==> src/rtl/core/gbn_pkg.sv <==
// Shared types, codes and a helper function for the Go-Back-N sender.
// Used by every module under rtl/core; has no dependencies of its own.
package gbn_pkg;

    localparam int BUFFER_DEPTH = 1024;
    localparam int ADDR_W       = $clog2(BUFFER_DEPTH);
    localparam int CNT_W        = ADDR_W + 1;
    localparam int LIM_W        = ((CNT_W > 7) ? CNT_W : 7) + 1;
    localparam int MAX_WINDOW   = 64;
    localparam int WIN_RESET    = 8;
    localparam int BSUM_W       = 13;
    localparam int PAYLOAD_W    = 160;

    localparam int QUEUE_DEPTH  = 2;
    localparam int QPTR_W       = 1;
    localparam int QCNT_W       = 2;

    // Event codes, equal to the func encoding at the input.
    localparam logic [1:0] OP_MSG   = 2'd0;
    localparam logic [1:0] OP_ACK   = 2'd1;
    localparam logic [1:0] OP_TMO   = 2'd2;
    localparam logic [1:0] OP_NONE  = 2'd3;

    localparam logic [1:0] KIND_DATA  = 2'd0;
    localparam logic [1:0] KIND_TIMER = 2'd1;
    localparam logic [1:0] KIND_DROP  = 2'd2;

    localparam logic [1:0] TCMD_NONE    = 2'd0;
    localparam logic [1:0] TCMD_START   = 2'd1;
    localparam logic [1:0] TCMD_STOP    = 2'd2;
    localparam logic [1:0] TCMD_RESTART = 2'd3;

    // One classified event on its way from the front end to the back end.
    typedef struct packed {
        logic [1:0]  op;
        logic [31:0] ack;
        logic [63:0] p1;
        logic [63:0] p2;
        logic [31:0] p3;
    } gbn_cmd_t;

    // Sum of the 20 payload bytes, each read as unsigned.
    function automatic logic [BSUM_W-1:0] byte_sum(input logic [63:0] a,
                                                   input logic [63:0] b,
                                                   input logic [31:0] c);
        logic [BSUM_W-1:0] s;
        s = '0;
        for (int i = 0; i < 8; i++)
        begin
            s = s + BSUM_W'(a[8*i +: 8]) + BSUM_W'(b[8*i +: 8]);
        end
        for (int i = 0; i < 4; i++)
        begin
            s = s + BSUM_W'(c[8*i +: 8]);
        end
        return s;
    endfunction

endpackage

==> src/rtl/core/gbn_front.sv <==
// Front end of the Go-Back-N sender: takes input transfers, checks ack
// checksums and pushes the surviving events into the command queue. Uses gbn_pkg.
module gbn_front (
    input  logic                  clk,
    input  logic                  rst_n,
    input  logic                  in_valid,
    output logic                  in_stall,
    input  logic [1:0]            func,
    input  logic signed [31:0]    pkt_seq,
    input  logic signed [31:0]    pkt_ack,
    input  logic signed [31:0]    pkt_checksum,
    input  logic [63:0]           payload_first,
    input  logic [63:0]           payload_second,
    input  logic [31:0]           payload_third,
    output logic                  push_valid,
    input  logic                  push_ready,
    output gbn_pkg::gbn_cmd_t     push_cmd
);

    logic                       fr_valid_reg;
    logic [1:0]                 fr_op_reg;
    logic [31:0]                fr_ack_reg;
    logic [31:0]                fr_chk_reg;
    logic [31:0]                fr_partial_reg;
    logic [gbn_pkg::BSUM_W-1:0] fr_bsum_reg;
    logic [63:0]                fr_p1_reg;
    logic [63:0]                fr_p2_reg;
    logic [31:0]                fr_p3_reg;

    logic sum_ok;
    logic needs_push;
    logic fr_done;
    logic accept;

    // The checksum covers seq + ack + payload bytes, modulo 2^32.
    assign sum_ok = (fr_partial_reg + 32'(fr_bsum_reg)) == fr_chk_reg;

    always_comb
    begin
        case (fr_op_reg)
            gbn_pkg::OP_MSG: needs_push = 1'b1;
            gbn_pkg::OP_TMO: needs_push = 1'b1;
            gbn_pkg::OP_ACK: needs_push = sum_ok;
            default:         needs_push = 1'b0;
        endcase
    end

    assign fr_done    = !needs_push || push_ready;
    assign in_stall   = fr_valid_reg && !fr_done;
    assign accept     = in_valid && !in_stall;
    assign push_valid = fr_valid_reg && needs_push;

    assign push_cmd.op  = fr_op_reg;
    assign push_cmd.ack = fr_ack_reg;
    assign push_cmd.p1  = fr_p1_reg;
    assign push_cmd.p2  = fr_p2_reg;
    assign push_cmd.p3  = fr_p3_reg;

    always_ff @(posedge clk or negedge rst_n)
    begin
        if (!rst_n)
        begin
            fr_valid_reg <= 1'b0;
            fr_op_reg    <= gbn_pkg::OP_NONE;
        end
        else if (accept)
        begin
            fr_valid_reg <= 1'b1;
            fr_op_reg    <= func;
        end
        else if (fr_done)
        begin
            fr_valid_reg <= 1'b0;
        end
    end

    always_ff @(posedge clk)
    begin
        if (accept)
        begin
            fr_ack_reg     <= $unsigned(pkt_ack);
            fr_chk_reg     <= $unsigned(pkt_checksum);
            fr_partial_reg <= $unsigned(pkt_seq) + $unsigned(pkt_ack);
            fr_bsum_reg    <= gbn_pkg::byte_sum(payload_first, payload_second,
                                                payload_third);
            fr_p1_reg      <= payload_first;
            fr_p2_reg      <= payload_second;
            fr_p3_reg      <= payload_third;
        end
    end

endmodule

==> config.mk <==
export PLATFORM = sky130hd
export DESIGN_NAME = gbn_front
export DESIGN_NICKNAME = d
export VERILOG_FILES = /design/src/rtl/core/gbn_pkg.sv /design/src/rtl/core/gbn_front.sv
export SDC_FILE = /design/constraint.sdc
export NUM_CORES = 1
export LEC_CHECK = 0
export ABC_AREA = 1
export CORE_MARGIN = 3
export CORE_UTILIZATION = 40
export DETAILED_ROUTE_END_ITERATION = 10
export DONT_BUFFER_PORTS = 1
export HOLD_SLACK_MARGIN = 0.06
export PLACE_DENSITY = 0.59
export SLEW_MARGIN = 20
export SYNTH_ARGS = -nofsm -noshare
export SYNTH_HDL_FRONTEND = slang
export SYNTH_SLANG_ARGS = --single-unit
==> constraint.sdc <==
create_clock -name clk -period 11.2 [get_ports clk]
set_clock_uncertainty 0.1 [all_clocks]
set_input_delay 3.36 -clock clk [delete_from_list [all_inputs] [get_ports clk]]
set_output_delay 3.36 -clock clk [all_outputs]
set_load 0.02 [all_outputs]
## Word level (Yosys, flattened, before mapping)

Index checks and enable logic that the tools add are counted.

| cells by class | value |
|---|---|
| add/sub/neg operators | 21 |
| multiply operators | 0 |
| order comparisons | 0 |
| equality and inequality tests | 3 |
| divide/modulo/power cells | 0 |
| shifts and indexed selects | 0 |
| bitwise operators | 0 |
| reduce and logical (&&, ||, !) cells | 10 |
| muxes and demuxes | 3 |

Operators by type and width:

| operator | number |
|---|---|
| $add A13 B8 Y13 | 14 |
| $add A32 B13 Y32 | 1 |
| $add A32 B32 Y32 | 1 |
| $eq A32 B32 Y1 | 1 |
| $add A12 B8 Y13 | 1 |
| $add A11 B8 Y12 | 1 |
| $add A10 B8 Y11 | 1 |
| $add A9 B8 Y10 | 1 |
| $add A8 B8 Y9 | 1 |
| $logic_and A1 B1 Y1 | 3 |
| $logic_not A1 Y1 | 3 |
| $eq A2 B1 Y1 const B | 1 |
| $eq A2 B2 Y1 const B | 1 |
| $logic_not A2 Y1 | 1 |
| $mux W1 | 2 |
| $pmux W1 S2 | 1 |
| $reduce_bool A2 Y1 | 1 |
| $reduce_or A2 Y1 | 1 |
| $logic_or A1 B1 Y1 | 1 |

| storage, ports and cells | value |
|---|---|
| bits in read-only memories | 0 |
| memories | 0 |
| flip-flop bits (word level) | 272 |
| output and inout bits | 196 |
| memory bits (writable) | 0 |
| word-level logic and storage cells | 46 |
| bits in latches | 0 |
| input bits | 262 |

## Logic depth before layout (Yosys ltp)

| logic depth | value |
|---|---|
| depth after elaboration | 19 |
| mapped depth | 24 |
| gate-level depth less buffers | 24 |

## Worst setup path after synthesis

No wires, ideal clock.

| path | value |
|---|---|
| path kind | in2reg |
| start | input port push_ready |
| end | register fr_ack_reg[0] (enable) |
| setup time | 0.620 ns |
| path slack | 1.722 ns |
| stages | 4 |
| arrival | 8.758 ns |
| data required time | 10.480 ns |
| path buffers | 0 |
| cells stage by stage | nor2_1 nand2_2 nand2_4 inv_1 |

| on the way | value |
|---|---|
| word-level cells in the longest chain between the ends | 5 |

RTL lines:

| what | RTL line | source |
|---|---|---|
| from (decl) | gbn_front.sv:16 | `input logic push_ready,` |
| $logic_or A1 B1 Y1 | gbn_front.sv:48 | `assign fr_done = !needs_push \|\| push_ready;` |
| $logic_not A1 Y1 | gbn_front.sv:49 | `assign in_stall = fr_valid_reg && !fr_done;` |
| $logic_and A1 B1 Y1 | gbn_front.sv:49 |  |
| $logic_not A1 Y1 | gbn_front.sv:50 | `assign accept = in_valid && !in_stall;` |
| $logic_and A1 B1 Y1 | gbn_front.sv:50 |  |
| net accept | gbn_front.sv:33 | `logic accept;` |
| to (signal assigned) | gbn_front.sv:81 | `fr_ack_reg <= $unsigned(pkt_ack);` |
| to (decl) | gbn_front.sv:22 | `logic [31:0] fr_ack_reg;` |

The timed path passes the listed nets, and every way through them passes these cells.
A chain may end at the register's enable or synchronous reset.

## Worst setup path in the final report

| path | value |
|---|---|
| start | input port payload_second[59] |
| end | register fr_bsum_reg[12] (netlist name), data pin |

| on the way | value |
|---|---|
| word-level cells in the longest chain between the ends | 5 |

RTL lines:

| what | RTL line | source |
|---|---|---|
| from (decl) | gbn_front.sv:13 | `input logic [63:0] payload_second,` |
| $add A13 B8 Y13 | gbn_pkg.sv:50 | `s = s + BSUM_W'(a[8*i +: 8]) + BSUM_W'(b[8*i +: 8]);` |
| $add A13 B8 Y13 (4 in a row) | gbn_pkg.sv:54 | `s = s + BSUM_W'(c[8*i +: 8]);` |
| to (signal assigned) | gbn_front.sv:84 | `fr_bsum_reg <= gbn_pkg::byte_sum(payload_first, payload_second,` |
| to (decl) | gbn_front.sv:25 | `logic [gbn_pkg::BSUM_W-1:0] fr_bsum_reg;` |

No other way between the ends.

==> impl_metrics.yaml <==
worst_hold_path:
  hold_path_class: "flop to flop"
clocking:
  clock-sinks: 272
  path_clk_slew_ns: 0.06
  post_cts_resized: 0
  clkLatencyLatePin_ns: 0.58
  post_cts_buffers: 0
  cts_root_buf: "clkbuf_16"
  cts_tree: "built"
  cts_buffers: 31
  clockBufferDepth: 3
  htreeDepth: 1
  cts_hold_buf: 0
setup_path:
  cp_data_required_time_ns: 11.44
  cp-start-kind: "input port"
  max_stage_delay_ns: 0.57
  arrival_ns: 8.78
  cp_cell_sequence: "inv_1, fa_1, inv_1, fa_1, inv_1, fa_1, inv_1, fa_1, fa_1, fa_1, inv_1, fa_1, inv_1, ha_1, a21oi_1, nand2_1, a21oi_1, inv_1, a21oi_1, o21ai_0, nand3_1, nand2_1, a21oi_1, o21bai_1"
  path_max_fanout: 4
  cp-end-kind: "flop"
  critical_path_class: "input port to flop"
  crit_path_top_delay_cell: "fa_1"
route:
  wl_microns: 38400
  met3_length_microns: 3110
  drt_iter0_markers: 665
  dr_total_vias: 9706
  routedWlPerCell_microns: 19.1
  firstDrtPassIters: 5
  ant_nets: 0
  route.top_layer_used: "met5"
  wl_met1_microns: 16400
  drc_errors: 0
  vias_per_cell: 4.83
  met2RoutedLength_microns: 17900
die:
  num_rows: 73
  dieArea_sq_um: 42900
  core_region_area_sq_um: 39800
  die-height_microns: 207
  io_pins: 458
  fp.dieW_microns: 207
  start_util_pct: 40.6
place:
  dp.cells: 1952
  place_area_sq_um: 16900
  gp_congestion: 0.855
  port_buffers: 0
  hpwl_microns: 31200
sta:
  slew_headroom_pct: 31.3
  fmax_mhz: 117
  hold_violations: 0
  setup_viol: 0
  setup_tns_ns: 0
  min_period_ns: 8.55
  slew_viol_final: 0
  rsz0062_at_grt: "no"
  hold-worst-slack_ns: 0.439
  tightest_slew_ns: 1.03
  period_share_pct: 76.3
synthesis:
  netlist.area_leader.share_pct: 49.9
  synth_edf_count: 269
  ys_dominant_reg_cell: "edfxtp_1"
  synth.ff_latch_count: 272
  synth.net_count: 1901
  syn-instance-count: 1425
  yosys.area.top_type: "edfxtp_1"
  synth_area_leaders: "edfxtp_1, fa_1, inv_1"
  synth.avg_cell_area_sq_um: 11.4
  ys_seq_area_share_pct: 50.4
  synth_area_sq_um: 16200
  synth-async-reset-ratio_pct: 1.10
  synth_commonest_cells: "inv_1, edfxtp_1, nand2_1, fa_1, ha_1"
  synth_most_common_cell: "inv_1"
  synth_cell_types: 40
  ys_warn_count: 0
final_layout:
  design_area_sq_um: 17900
  fin_util_pct: 44.8
  area_delta_synth_final_pct: 10.4
  drive_above_1_share_pct: 6.07
  multi_input_area_sq_um: 6660
  stdcell_count: 2009
  n_fill_cell: 3730
  nets: 1936
  seqCellArea_sq_um: 8160
pwr:
  pwr_density_cell_nw_per_um2: 370
  p_sw_share_pct: 42.9
  intPower_w: 0.00377
  p_comb_share_pct: 59.8
  power_frac_seq_pct: 25.0
  p_clk_share_pct: 15.2
  leakage_nw: 7.98
  vdd_drop_max_v: 0.000604
  switching_power_w: 0.00283
global_route:
  grt_max_degree: 121
  grt_pass1_vias: 10200
  antenna_found_initial: 6
  grt_usage_pct: 17.7
  grt_pass1_wl_microns: 59600
  overflow: 0
job:
  maxCapViolations: 0
status:
  status: "completed"
==> cell type report <==
| class | count | area share [%] |
|---|---|---|
| Antenna cell | 1 | 0.0140 |
| Clock buffer | 36 | 4.45 |
| Clock inverter | 20 | 1.15 |
| Inverter | 363 | 7.67 |
| Multi-Input combinational cell | 790 | 37.3 |
| Sequential cell | 272 | 45.7 |
| Tap cell | 525 | 3.68 |
| Timing Repair Buffer | 2 | 0.0841 |
==> final timing paths <==
| kind | start | end | slack (ns) | cells after the start |
|---|---|---|---|---|
| setup / recovery | payload_second[59] | fr_bsum_reg[12] | 2.65 | 24 |
| hold / removal | fr_op_reg[0] | fr_op_reg[0] | 0.44 | 2 |
| hold reg to reg | fr_op_reg[0] | fr_op_reg[0] | 0.44 | 2 |
| setup reg to reg | fr_bsum_reg[0] | fr_p1_reg[22] | 6.52 | 23 |
| min in group asynchronous | rst_n | fr_valid_reg | 2.37 | 0 |
| max in group asynchronous | rst_n | fr_op_reg[0] | 8.46 | 0 |
==> layer usage <==
metal  vias up  GRT usage, %
met5         -             0
met4        10          4.63
met3        65          5.10
met2       371          27.6
met1      4670          24.5
li1       4590             -
==> metrics by stage <==
stage                     worst slack (ns)  total power (W)
after floorplan                       1.72          0.00485
after global placement                2.11          0.00562
after detailed placement              2.06          0.00568
after CTS                             2.71          0.00674
after global routing                  2.33          0.00739
final                                 2.65          0.00661
==> power groups by stage <==
| stage | Combinational [W] | Sequential (W) | Clock, W |
|---|---|---|---|
| after CTS | 0.00405 | 0.00166 | 0.00104 |
| after floorplan | 0.00319 | 0.00166 | 0 |
| after detailed placement | 0.00400 | 0.00168 | 0 |
| after global placement | 0.00395 | 0.00168 | 0 |
| after global routing | 0.00465 | 0.00166 | 0.00108 |
| final | 0.00395 | 0.00165 | 0.00101 |
==> worst max-delay path: cells and delay by family <==
kind | cells | cell delay (ns)
AOI/OAI and AO/OA | 6 | 0.94
buffers and inverters | 7 | 0.37
adders and majority gates | 8 | 3.82
and+or+nand+nor | 3 | 0.29
==> placed cells by master (no fill, tap or decap), types with 3 or more instances in the layout <==
master | netlist | layout
a21boi_0 | 3 | 3
a21o_1 | 3 | 3
a21oi_1 | 48 | 48
a31oi_1 | 11 | 11
bufinv_16 | 0 | 3
clkbuf_1 | 0 | 5
clkbuf_16 | 0 | 31
clkinv_1 | 1 | 5
clkinv_2 | 0 | 6
edfxtp_1 | 269 | 269
fa_1 | 140 | 140
ha_1 | 74 | 74
inv_1 | 358 | 357
inv_2 | 4 | 4
nand2_1 | 252 | 252
nand2_2 | 15 | 15
nand3_1 | 45 | 45
nand3_2 | 3 | 3
nand3b_1 | 14 | 14
nand4_1 | 10 | 10
nor2_1 | 61 | 61
nor2_2 | 7 | 7
nor3_1 | 8 | 8
nor4_1 | 4 | 4
o21ai_0 | 12 | 12
o21ai_2 | 3 | 3
o21bai_1 | 3 | 3
xnor2_1 | 26 | 26
xor2_1 | 33 | 33
==> kinds of logic (layout without fill, tap and decap cells) <==
logic type,after synthesis,in the layout,synth area share (%)
adders and majority gates,214,214,23.1
other,0,1,0
buffers and inverters,363,421,8.42
and+or+nand+nor,425,425,11.5
AOI/OAI and AO/OA,91,91,3.22
DFF,272,272,50.4
xor gates and xnor gates,60,60,3.34
Power figures use the tool's default switching activity.
