### src/rtl/core/gbn_pkg.sv
// Shared types, codes and a helper function for the Go-Back-N sender.
// Used by every module under rtl/core; has no dependencies of its own.
package gbn_pkg;

    localparam int BUFFER_DEPTH = 1024;
    localparam int ADDR_W       = $clog2(BUFFER_DEPTH);
    localparam int CNT_W        = ADDR_W + 1;
    localparam int LIM_W        = ((CNT_W > 7) ? CNT_W : 7) + 1;
    localparam int MAX_WINDOW   = 64;
    localparam int WIN_RESET    = 8;
    localparam int BSUM_W       = 13;
    localparam int PAYLOAD_W    = 160;

    localparam int QUEUE_DEPTH  = 2;
    localparam int QPTR_W       = 1;
    localparam int QCNT_W       = 2;

    // Event codes, equal to the func encoding at the input.
    localparam logic [1:0] OP_MSG   = 2'd0;
    localparam logic [1:0] OP_ACK   = 2'd1;
    localparam logic [1:0] OP_TMO   = 2'd2;
    localparam logic [1:0] OP_NONE  = 2'd3;

    localparam logic [1:0] KIND_DATA  = 2'd0;
    localparam logic [1:0] KIND_TIMER = 2'd1;
    localparam logic [1:0] KIND_DROP  = 2'd2;

    localparam logic [1:0] TCMD_NONE    = 2'd0;
    localparam logic [1:0] TCMD_START   = 2'd1;
    localparam logic [1:0] TCMD_STOP    = 2'd2;
    localparam logic [1:0] TCMD_RESTART = 2'd3;

    // One classified event on its way from the front end to the back end.
    typedef struct packed {
        logic [1:0]  op;
        logic [31:0] ack;
        logic [63:0] p1;
        logic [63:0] p2;
        logic [31:0] p3;
    } gbn_cmd_t;

    // Sum of the 20 payload bytes, each read as unsigned.
    function automatic logic [BSUM_W-1:0] byte_sum(input logic [63:0] a,
                                                   input logic [63:0] b,
                                                   input logic [31:0] c);
        logic [BSUM_W-1:0] s;
        s = '0;
        for (int i = 0; i < 8; i++)
        begin
            s = s + BSUM_W'(a[8*i +: 8]) + BSUM_W'(b[8*i +: 8]);
        end
        for (int i = 0; i < 4; i++)
        begin
            s = s + BSUM_W'(c[8*i +: 8]);
        end
        return s;
    endfunction

endpackage

### src/rtl/core/gbn_queue.sv
// Short command queue between the front and back ends of the sender.
// Holds gbn_pkg::gbn_cmd_t entries; uses gbn_pkg.
module gbn_queue (
    input  logic              clk,
    input  logic              rst_n,
    input  logic              push_valid,
    output logic              push_ready,
    input  gbn_pkg::gbn_cmd_t push_cmd,
    output logic              pop_valid,
    input  logic              pop,
    output gbn_pkg::gbn_cmd_t pop_cmd
);

    gbn_pkg::gbn_cmd_t          entry_reg [gbn_pkg::QUEUE_DEPTH];
    logic [gbn_pkg::QPTR_W-1:0] wr_ptr_reg;
    logic [gbn_pkg::QPTR_W-1:0] rd_ptr_reg;
    logic [gbn_pkg::QCNT_W-1:0] cnt_reg;
    logic                       do_push;
    logic                       do_pop;

    assign push_ready = cnt_reg != gbn_pkg::QCNT_W'(gbn_pkg::QUEUE_DEPTH);
    assign pop_valid  = cnt_reg != '0;
    assign pop_cmd    = entry_reg[rd_ptr_reg];
    assign do_push    = push_valid && push_ready;
    assign do_pop     = pop && pop_valid;

    always_ff @(posedge clk or negedge rst_n)
    begin
        if (!rst_n)
        begin
            wr_ptr_reg <= '0;
            rd_ptr_reg <= '0;
            cnt_reg    <= '0;
        end
        else
        begin
            if (do_push)
            begin
                wr_ptr_reg <= wr_ptr_reg + gbn_pkg::QPTR_W'(1);
            end
            if (do_pop)
            begin
                rd_ptr_reg <= rd_ptr_reg + gbn_pkg::QPTR_W'(1);
            end
            if (do_push && !do_pop)
            begin
                cnt_reg <= cnt_reg + gbn_pkg::QCNT_W'(1);
            end
            else if (do_pop && !do_push)
            begin
                cnt_reg <= cnt_reg - gbn_pkg::QCNT_W'(1);
            end
        end
    end

    always_ff @(posedge clk)
    begin
        if (do_push)
        begin
            entry_reg[wr_ptr_reg] <= push_cmd;
        end
    end

endmodule

### config.mk
export PLATFORM = sky130hd
export DESIGN_NAME = gbn_queue
export DESIGN_NICKNAME = d
export VERILOG_FILES = /design/src/rtl/core/gbn_pkg.sv /design/src/rtl/core/gbn_queue.sv
export SDC_FILE = /design/constraint.sdc
export NUM_CORES = 1
export LEC_CHECK = 0
export BUFFER_PORTS_ARGS = -buffer_cell sky130_fd_sc_hd__buf_4
export CAP_MARGIN = 10
export CORE_MARGIN = 3
export CORE_UTILIZATION = 50
export CTS_BUF_LIST = sky130_fd_sc_hd__clkbuf_8
export CTS_CLUSTER_DIAMETER = 80
export DETAILED_ROUTE_END_ITERATION = 10
export GPL_ROUTABILITY_DRIVEN = 0
export PLACE_DENSITY_LB_ADDON = 0.08
export SKIP_CTS_REPAIR_TIMING = 1
export SLEW_MARGIN = 20
export SYNTH_ARGS = -nofsm -noshare
export SYNTH_HDL_FRONTEND = slang
export SYNTH_SLANG_ARGS = --single-unit
export TNS_END_PERCENT = 20
### constraint.sdc
create_clock -name clk -period 12.9 [get_ports clk]
set_clock_uncertainty 0.05 [all_clocks]
set_input_delay 0.645 -clock clk [delete_from_list [all_inputs] [get_ports clk]]
set_output_delay 0.645 -clock clk [all_outputs]
set_load 0.02 [all_outputs]
* Word-level counts from Yosys, hierarchy flattened
Memory sizes are Yosys's and may differ from the RTL's.
Index checks and enable logic that the tools add are counted.
** Word-level totals
- Register bits after elaboration :: 4
- Memory bits (writable) :: 388
- Bits of input ports :: 198
- Output and inout bits :: 196
- Word-level logic and storage cells :: 21
- Memories :: 1
** Memory list
- entry_reg :: words 2, width 194, read ports 1, clocked after memory_dff 0, write ports 1, RTL line gbn_queue.sv:14 : gbn_pkg::gbn_cmd_t entry_reg [gbn_pkg::QUEUE_DEPTH];
** Operators by class
- Add/subtract/negate cells :: 4
- Eq/ne operators :: 1
- Mux-type cells :: 4
- Reductions and logical operators :: 8
** Operator list (count)
- 1-bit logical AND :: 4
- 2-bit 2-to-1 mux :: 2
- 2-bit nonzero test :: 2
- 1-bit adder (second input constant) :: 2
- 2-bit by 1-bit adder with 2-bit output (second input constant) :: 1
- 1-bit logical NOT :: 2
- 1-bit 2-to-1 mux :: 2
- 2-bit inequality test (second input constant) :: 1
- 2-bit by 1-bit subtractor with 2-bit output (second input constant) :: 1

* Longest topological paths before layout
Gate-level depths: netlist (run 1).
- Depth after elaboration :: 6
- Mapped depth :: 7
- Gate-level depth less buffers :: 7

* Worst setup path before layout (run 1)
OpenSTA, ideal clock, no wires.
- Kind :: register to register
- Start :: register cnt_reg[0] (netlist bit)
- End :: memory entry_reg[0][0] (netlist bit), enable pin
- Library setup time :: 751 ps
- Arrival :: 8842 ps
- Data required time :: 12099 ps
- Slack :: 3256 ps
- Stages on the path, launching flop included :: 4
- Path buffers :: 0
- Clock period less this slack :: 9644 ps
- Cells stage by stage :: dfrtp_1 > nand2b_1 > nand2_1 > nor2_1
** On the way
- Word-level cells in the longest chain between the ends :: 4
** Ends and longest elaborated chain
- from (decl) :: RTL line gbn_queue.sv:17 : logic [gbn_pkg::QCNT_W-1:0] cnt_reg;
- from (signal assigned) :: RTL line gbn_queue.sv:47 : cnt_reg <= cnt_reg + gbn_pkg::QCNT_W'(1);
- from (signal assigned) :: RTL line gbn_queue.sv:51 : cnt_reg <= cnt_reg - gbn_pkg::QCNT_W'(1);
- 2-bit inequality test :: RTL line gbn_queue.sv:21 : assign push_ready = cnt_reg != gbn_pkg::QCNT_W'(gbn_pkg::QUEUE_DEPTH);
- named net push_ready :: RTL line gbn_queue.sv:7 : output logic push_ready,
- 1-bit logical AND :: RTL line gbn_queue.sv:24 : assign do_push = push_valid && push_ready;
- 1-bit 2-to-1 mux :: RTL line gbn_queue.sv:58 : if (do_push)
- 1-bit 2-to-1 mux (implied by the code) :: RTL line gbn_queue.sv:60 : entry_reg[wr_ptr_reg] <= push_cmd;
- to (decl) :: RTL line gbn_queue.sv:14
The timed path passes the listed nets, and every way through them passes these cells.

==> impl_metrics.tcl, run 1 <==
set metrics [dict create \
    cp-start-kind "register" \
    core_um2 28900 \
    switchingPower_mw 1.42 \
    finalCritPeriodShare_pct 31.7 \
    numPortBuffers 393 \
    path_max_fanout 66 \
    setup_viol 0 \
    relSlewSlack_pct 26.5 \
    io_pins 394 \
    clock.fmax_mhz 245 \
    drv_slew 0 \
    holdWs_ps 204 \
    rsz0062_at_grt "false" \
    grt_max_degree 78 \
    hp-class "primary input to register" \
    syn_to_final_growth_pct 28.9 \
    yosysSeqAreaShare_pct 79.3 \
    internal_power_mw 3.00 \
    place_ws_ps 9070 \
    synth_top_cell_by_area "edfxtp_1" \
    cts_tree "done" \
    maxCapViolCount 0 \
    dp_hpwl_mm 20.9 \
    final_core_util_pct 66.0 \
    synth_cells 622 \
    ctsHtreeMaxLevel 2 \
    clk_latency_ps 570 \
    grt_pass1_wl_mm 43.6 \
    die_area_um2 31700 \
    syn_avg_cell_area_um2 23.8 \
    dieHeight_um 178 \
    vias 7287 \
    cts.path.max_buffers 3 \
    antenna_found_initial 0 \
    routedWlPerCell_um 20.4 \
    netlist_top_cells_area "edfxtp_1, mux2_4, mux2_2, buf_6, dfrtp_1" \
    cts_sinks 392 \
    yosysWarningCount 0 \
    tightest_slew_ps 1100 \
    synth_fp_nets 821 \
    fin_crit_ps 4080 \
    drc_errors 0 \
    largest_reg_flops 388 \
    synth_cell_types 15 \
    synth_top_area_share_pct 78.6 \
    start_util_pct 51.2 \
    ys_ff_latch 392 \
    fin_nets 1261 \
    dp.cells 1385 \
    finalHoldViolCount 0 \
    status "finished clean" \
    fin_total_pwr_mw 4.42 \
    crit_path_end_kind "output port" \
    cp.arrival_ps 3390 \
    seqPwrFrac_pct 41.6 \
    combPwrFrac_pct 39.0 \
    switching_share_pct 32.1 \
    power_frac_clock_pct 19.4 \
    placed_cell_area_um2 18100 \
    grt_pass1_vias 7607 \
    final_cells 1483 \
    drtIter0Drc 401 \
    wl_mm 30.2 \
    leakage_nw 7.61 \
    final_layout_size_suffix_gt1_share_pct 60.2 \
    num_antenna_cells 0 \
    setup_slack_ps 8820 \
    ant_nets 0 \
    first_pass_iters 4 \
    row_count 62 \
    vias_per_cell 4.91 \
    cts.clk_slew.worst_paths_ps 60 \
    clockRootBuffer "clkbuf_8" \
    vdd_drop_max_mv 0.154 \
    p_per_area_nw_per_um2 231 \
    grt_overflow_total 0 \
    grt.total_usage_pct 18.4 \
    die_w_um 178 \
    worstSetupPathType "register to output port" \
    cp_data_required_time_ps 12200 \
    stdcell_area_um2 19100 \
    fin_setup_tns_ps 0 \
    numCtsBuffers 58 \
    syn_area_um2 14800 \
]
-- metal layers --
metal	up-vias	global-route usage [%]	share of wire (%)
li1	3351	-	-
met1	3603	21.1	36
met2	292	31.5	52
met3	41	7.75	11
met4	0	5.27	2.0
met5	-	0	0
-- placed cells by master, fill, tap and decap left out, types with 2 or more instances in the layout --
master,netlist,final
clkinv_2,0,2
buf_4,0,400
mux2_2,44,44
edfxtp_1,388,388
mux2_4,150,150
nand2_1,2,2
clkinv_1,0,13
xnor2_1,3,3
inv_1,1,22
dfrtp_1,4,3
clkbuf_8,0,59
xor2_1,2,2
-- cell families after synthesis --
| logic type | Yosys count | share of synthesized area [%] |
|---|---|---|
| buffers and inverters | 23 | 1.53 |
| XOR/XNOR | 5 | 0.296 |
| AND/OR/NAND/NOR | 7 | 0.228 |
| multiplexers | 194 | 18.5 |
| adder cells (fa/ha/maj) | 1 | 0.0844 |
| flip-flops | 392 | 79.3 |
-- cell usage after synthesis (all sizes together) --
cell type  instances
inv                1
or2                1
mux2             194
and3               1
ha                 1
nand2              2
buf               22
xor2               2
nor2               2
dfrtp              4
xnor2              3
nand2b             1
edfxtp           388
-- final timing paths --
path                               startpoint                 to  slack, ps  depth (start not counted)
worst min-delay path            push_cmd[170]  entry_reg[0][170]        200                          1
worst max register to register     cnt_reg[0]   entry_reg[0][39]       9850                          5
worst min register to register     cnt_reg[1]         cnt_reg[1]        460                          1
worst max-delay path               rd_ptr_reg       pop_cmd[179]       8820                          4
max in group asynchronous               rst_n         rd_ptr_reg      12320                          2
min in group asynchronous               rst_n         wr_ptr_reg        370                          2
-- cell type report --
class                   instances  area [um^2]
clock buffers                  59          812
clock inverters                38          175
fillers                      2007         9830
inverters                       1         3.75
multi-input cells             207         2850
flip-flops and latches        392        11800
well taps                     384          480
repair buffers                402         3020
-- power by group through the flow --
stage	clock (mW)	sequential, mW	combinational, mW
finish	0.857	1.84	1.72
global route	0.941	1.87	1.82
floorplan	0	1.90	1.17
global placement	0	1.86	1.75
detailed placement	0	1.87	1.75
CTS	0.890	1.84	1.75
-- critical path: stages (launching register included) --
cell and delay (ps):
dfrtp_4 800, buf_6 670, buf_4 670, mux2_2 400
buf_4 160
(Power assumes the default switching activity.)
==> run 2, diff against run 1 <==
- ABC_AREA: not set -> 1
- clock period: 12.9 -> 3.8 ns (I/O delays scaled with it)
==> impl_metrics.tcl, run 2 <==
set metrics [dict create \
    status "finished clean" \
    grt_overflow_total 0 \
    synth_top_area_share_pct 80.9 \
    syn_to_final_growth_pct 43.9 \
    synth_cell_types 14 \
    start_util_pct 51.3 \
    first_pass_iters 4 \
    leakage_nw 8.92 \
    cpMaxStageDelayCell "buf_4" \
    ff2ff_setup_slack_ps 1660 \
    clk_latency_ps 580 \
    finalHoldViolCount 0 \
    ctsHtreeMaxLevel 2 \
    fin_nets 1872 \
    fin_crit_ps 2900 \
    dp_hpwl_mm 21.1 \
    cts_sinks 392 \
    worstRegToRegCells 5 \
    clock.fmax_mhz 345 \
    io_pins 394 \
    yosysWarningCount 0 \
    final_common_cell "nand2_1" \
    core_um2 28100 \
    async_reset_ff_share_pct 1.02 \
    final_core_util_pct 73.8 \
    syn_avg_cell_area_um2 13.8 \
    setup_slack_ps 898 \
    clockRootBuffer "clkbuf_8" \
    fin_setup_tns_ps 0 \
    syn_area_um2 14400 \
    hp-class "primary input to register" \
    final_layout_size_suffix_gt1_share_pct 28.4 \
    holdPathEnd "entry_reg[1][155]" \
    place_ws_ps 1510 \
    p_per_area_nw_per_um2 742 \
    ys_ff_latch 392 \
    drtIter0Drc 711 \
    crit_path_end_kind "output port" \
    worstSetupPathType "register to output port" \
    r2r_end "entry_reg[0][185]" \
    cts_tree "done" \
    yosysSeqAreaShare_pct 81.6 \
    synth_edf_count 388 \
    drv_slew 0 \
    largest_reg_flops 388 \
    die_w_um 176 \
    die_area_um2 30900 \
    vias_per_cell 4.71 \
    hold_start "push_cmd[155]" \
    crit_chain "buf_4 > nand2_1 > nand2_1 > buf_4" \
    numCtsBuffers 61 \
    cp_data_required_time_ps 3560 \
    hold_depth 2 \
    grt_max_degree 92 \
    final_cells 2095 \
    grt_pass1_wl_mm 47.5 \
    cp.arrival_ps 2660 \
    mostFrequentLayoutCells "nand2_1, buf_4, edfxtp_1" \
    yosysMostFrequentCell "nand2_1" \
    dieHeight_um 176 \
    maxCapViolCount 0 \
    routedWlPerCell_um 16.5 \
    synth_cells 1042 \
    cts.clk_slew.worst_paths_ps 60 \
    relSlewSlack_pct 34.7 \
    setup_viol 0 \
    finalCritPeriodShare_pct 76.4 \
    synth_fp_nets 1241 \
    ant_nets 0 \
    dp.cells 1790 \
    netlist_top_cells_area "edfxtp_1, nand2_1, buf_6, dfrtp_1, buf_2" \
    tightest_slew_ps 979 \
    vias 9862 \
    reg2reg_from "cnt_reg[0]" \
    yosys-top-cells-count "nand2_1, edfxtp_1, buf_2" \
    cp-start-kind "register" \
    grt_pass1_vias 8831 \
    row_count 61 \
    synth_ff_type "edfxtp_1" \
    critPathMaxStageDelay_ps 810 \
    synth_top_cell_by_area "edfxtp_1" \
    vdd_drop_max_mv 0.528 \
    grt.total_usage_pct 20.0 \
    drc_errors 0 \
    wl_mm 34.6 \
    numPortBuffers 393 \
    antenna_found_initial 1 \
    cts.path.max_buffers 3 \
    path_max_fanout 87 \
    rsz0062_at_grt "false" \
]
==> run 2: how the worst max path moves through the flow <==
stage / slack [ps] / endpoint / cells past startpoint / start
after global routing: 690 / pop_cmd[99] / 4 / rd_ptr_reg
after floorplan: -180 / entry_reg[0][0] / 4 / cnt_reg[0]
after CTS: 860 / pop_cmd[112] / 4 / rd_ptr_reg
after detailed placement: 1510 / pop_cmd[112] / 4 / rd_ptr_reg
after global placement: 1520 / pop_cmd[57] / 4 / rd_ptr_reg
final: 900 / pop_cmd[57] / 4 / rd_ptr_reg
==> run 2: final cells by class <==
class / count / area (um^2)
clock inverters: 45 / 176
multi-input cells: 600 / 2310
flip-flops and latches: 392 / 11800
inverters: 7 / 31.3
clock buffers: 61 / 840
diodes: 1 / 2.50
fillers: 1824 / 7370
well taps: 378 / 473
repair buffers: 611 / 5130
==> run 2: power breakdown <==
group	internal, mW	switching (mW)
logic	2.23	4.00
clock network	1.48	1.49
registers	5.90	0.284
total	9.61	5.77
==> run 2: worst max-delay path, delay by kind of cell, from the launching register on <==
kind / cells / cell delay (ps)
buf+inv: 2 / 970
flops: 1 / 750
simple gates: 2 / 260
==> run 2: layer usage <==
metal	GRT usage (%)	wire length, um	up-vias
li1	-	-	4791
met1	23.5	12900	4637
met2	33.0	18000	356
met3	7.13	2750	78
met4	9.37	952	0
met5	0	0	-
==> run 2: through the flow <==
stage	hold slack, ps	cell area [um^2]	total power [mW]
5_1_grt	247	20700	16.3
4_1_cts	-692	18700	15.3
6_report	286	20700	15.4
3_3_place_gp	-58.1	17700	12.3
3_5_place_dp	-56.9	17700	12.4
2_1_floorplan	-156	14400	9.84
==> run 2: cells by family after synthesis <==
kind of cell	after synthesis	share of synthesized area, %
XOR/XNOR	2	0.122
adder cells (fa/ha/maj)	1	0.0869
buffers and inverters	50	2.57
flip-flops	392	81.6
AND/OR/NAND/NOR	597	15.6
==> run 3, diff against run 2 <==
- clock period: 3.8 -> 2.9 ns (I/O delays scaled with it)
==> impl_metrics.tcl, run 3 (synthesis gave the netlist of run 2 again) <==
set metrics [dict create \
    status "finished clean" \
    vias 9918 \
    path_max_fanout 195 \
    grt_overflow_total 0 \
    crit_path_end_kind "output port" \
    cts.path.max_buffers 3 \
    start_util_pct 51.3 \
    relSlewSlack_pct 37.9 \
    final_common_cell "nand2_1" \
    row_count 61 \
    drtIter0Drc 725 \
    dieHeight_um 176 \
    vdd_drop_max_mv 0.762 \
    maxCapViolCount 0 \
    largest_reg_flops 388 \
    dp_hpwl_mm 21.1 \
    cp.arrival_ps 2240 \
    hp-class "primary input to register" \
    die_w_um 176 \
    ff2ff_setup_slack_ps 1000 \
    grt.total_usage_pct 20.2 \
    cts_tree "done" \
    die_area_um2 30900 \
    vias_per_cell 4.74 \
    final_layout_size_suffix_gt1_share_pct 28.3 \
    mostFrequentLayoutCells "nand2_1, buf_4, edfxtp_1" \
    core_um2 28100 \
    ant_nets 0 \
    holdWs_ps 244 \
    finalHoldViolCount 0 \
    rsz0062_at_grt "false" \
    io_pins 394 \
    grt_max_degree 196 \
    wl_mm 34.9 \
    setup_viol 0 \
    first_pass_iters 5 \
    grt_pass1_vias 8971 \
    leakage_nw 8.89 \
    clock.fmax_mhz 411 \
    fin_total_pwr_mw 20.4 \
    cp-start-kind "register" \
    p_per_area_nw_per_um2 979 \
    numCtsBuffers 59 \
    clk_latency_ps 570 \
    drc_errors 0 \
    numPortBuffers 393 \
    fin_crit_ps 2440 \
    routedWlPerCell_um 16.7 \
    worstSetupPathType "register to output port" \
    finalCritPeriodShare_pct 84.0 \
    cts_sinks 392 \
    fin_nets 1868 \
    syn_to_final_growth_pct 44.5 \
    cp_data_required_time_ps 2710 \
    antenna_found_initial 1 \
    grt_pass1_wl_mm 48.3 \
    tightest_slew_ps 932 \
    clockRootBuffer "clkbuf_8" \
    drv_slew 0 \
    ctsHtreeMaxLevel 2 \
    cts.clk_slew.worst_paths_ps 60 \
]
run 3: cell types whose count changed in the layout (fill, tap and decap cells not counted), sizes merged:
cell,previous run,this run
bufinv,0,1
buf,413,411
inv,33,19
clkinv,19,30
run 3: final timing paths:
kind                               startpoint           endpoint  cells past startpoint
worst max-delay path               rd_ptr_reg       pop_cmd[115]                      4
worst max register to register     cnt_reg[0]   entry_reg[1][75]                      5
worst min register to register     cnt_reg[0]         cnt_reg[0]                      1
max in group asynchronous               rst_n         rd_ptr_reg                      3
worst min-delay path            push_cmd[103]  entry_reg[1][103]                      2
min in group asynchronous               rst_n         cnt_reg[0]                      3
run 3: critical path: stages (launching register included):
cell,delay (ps)
dfrtp_4,450
buf_12,650
nand2_1,150
nand2_1,140
buf_4,150
run 3: cell type report:
type / instances / area [um^2]
diodes: 1 / 2.50
clock buffers: 61 / 840
clock inverters: 43 / 194
fillers: 1839 / 7280
inverters: 7 / 31.3
multi-input cells: 600 / 2310
flip-flops and latches: 392 / 11800
well taps: 378 / 473
repair buffers: 609 / 5200
run 3: per-stage QoR:
step	TNS (ps)	instance area [um^2]	util (%)	setup slack (ps)	instances
2_1_floorplan	-414540	14400	-	-1080	1042
4_1_cts	0	18800	67.0	418	1892
3_5_place_dp	0	17800	63.3	976	1788
6_report	0	20800	74.1	464	2091
5_1_grt	0	20800	74.1	319	2091
3_3_place_gp	0	17800	63.3	1020	1788
run 3: per-layer routing:
| layer | wire [um] | GRT usage, % | up-vias |
|---|---|---|---|
| met5 | 0 | 0 | - |
| met4 | 847 | 8.41 | 0 |
| met3 | 2690 | 7.00 | 64 |
| met2 | 18300 | 33.6 | 371 |
| met1 | 13100 | 24.2 | 4699 |
| li1 | - | - | 4784 |
run 3: power by group:
group / switching (mW) / internal, mW
Sequential: 0.291 / 7.73
Clock: 1.95 / 2.02
Combinational: 5.36 / 3.01
Total: 7.61 / 12.8
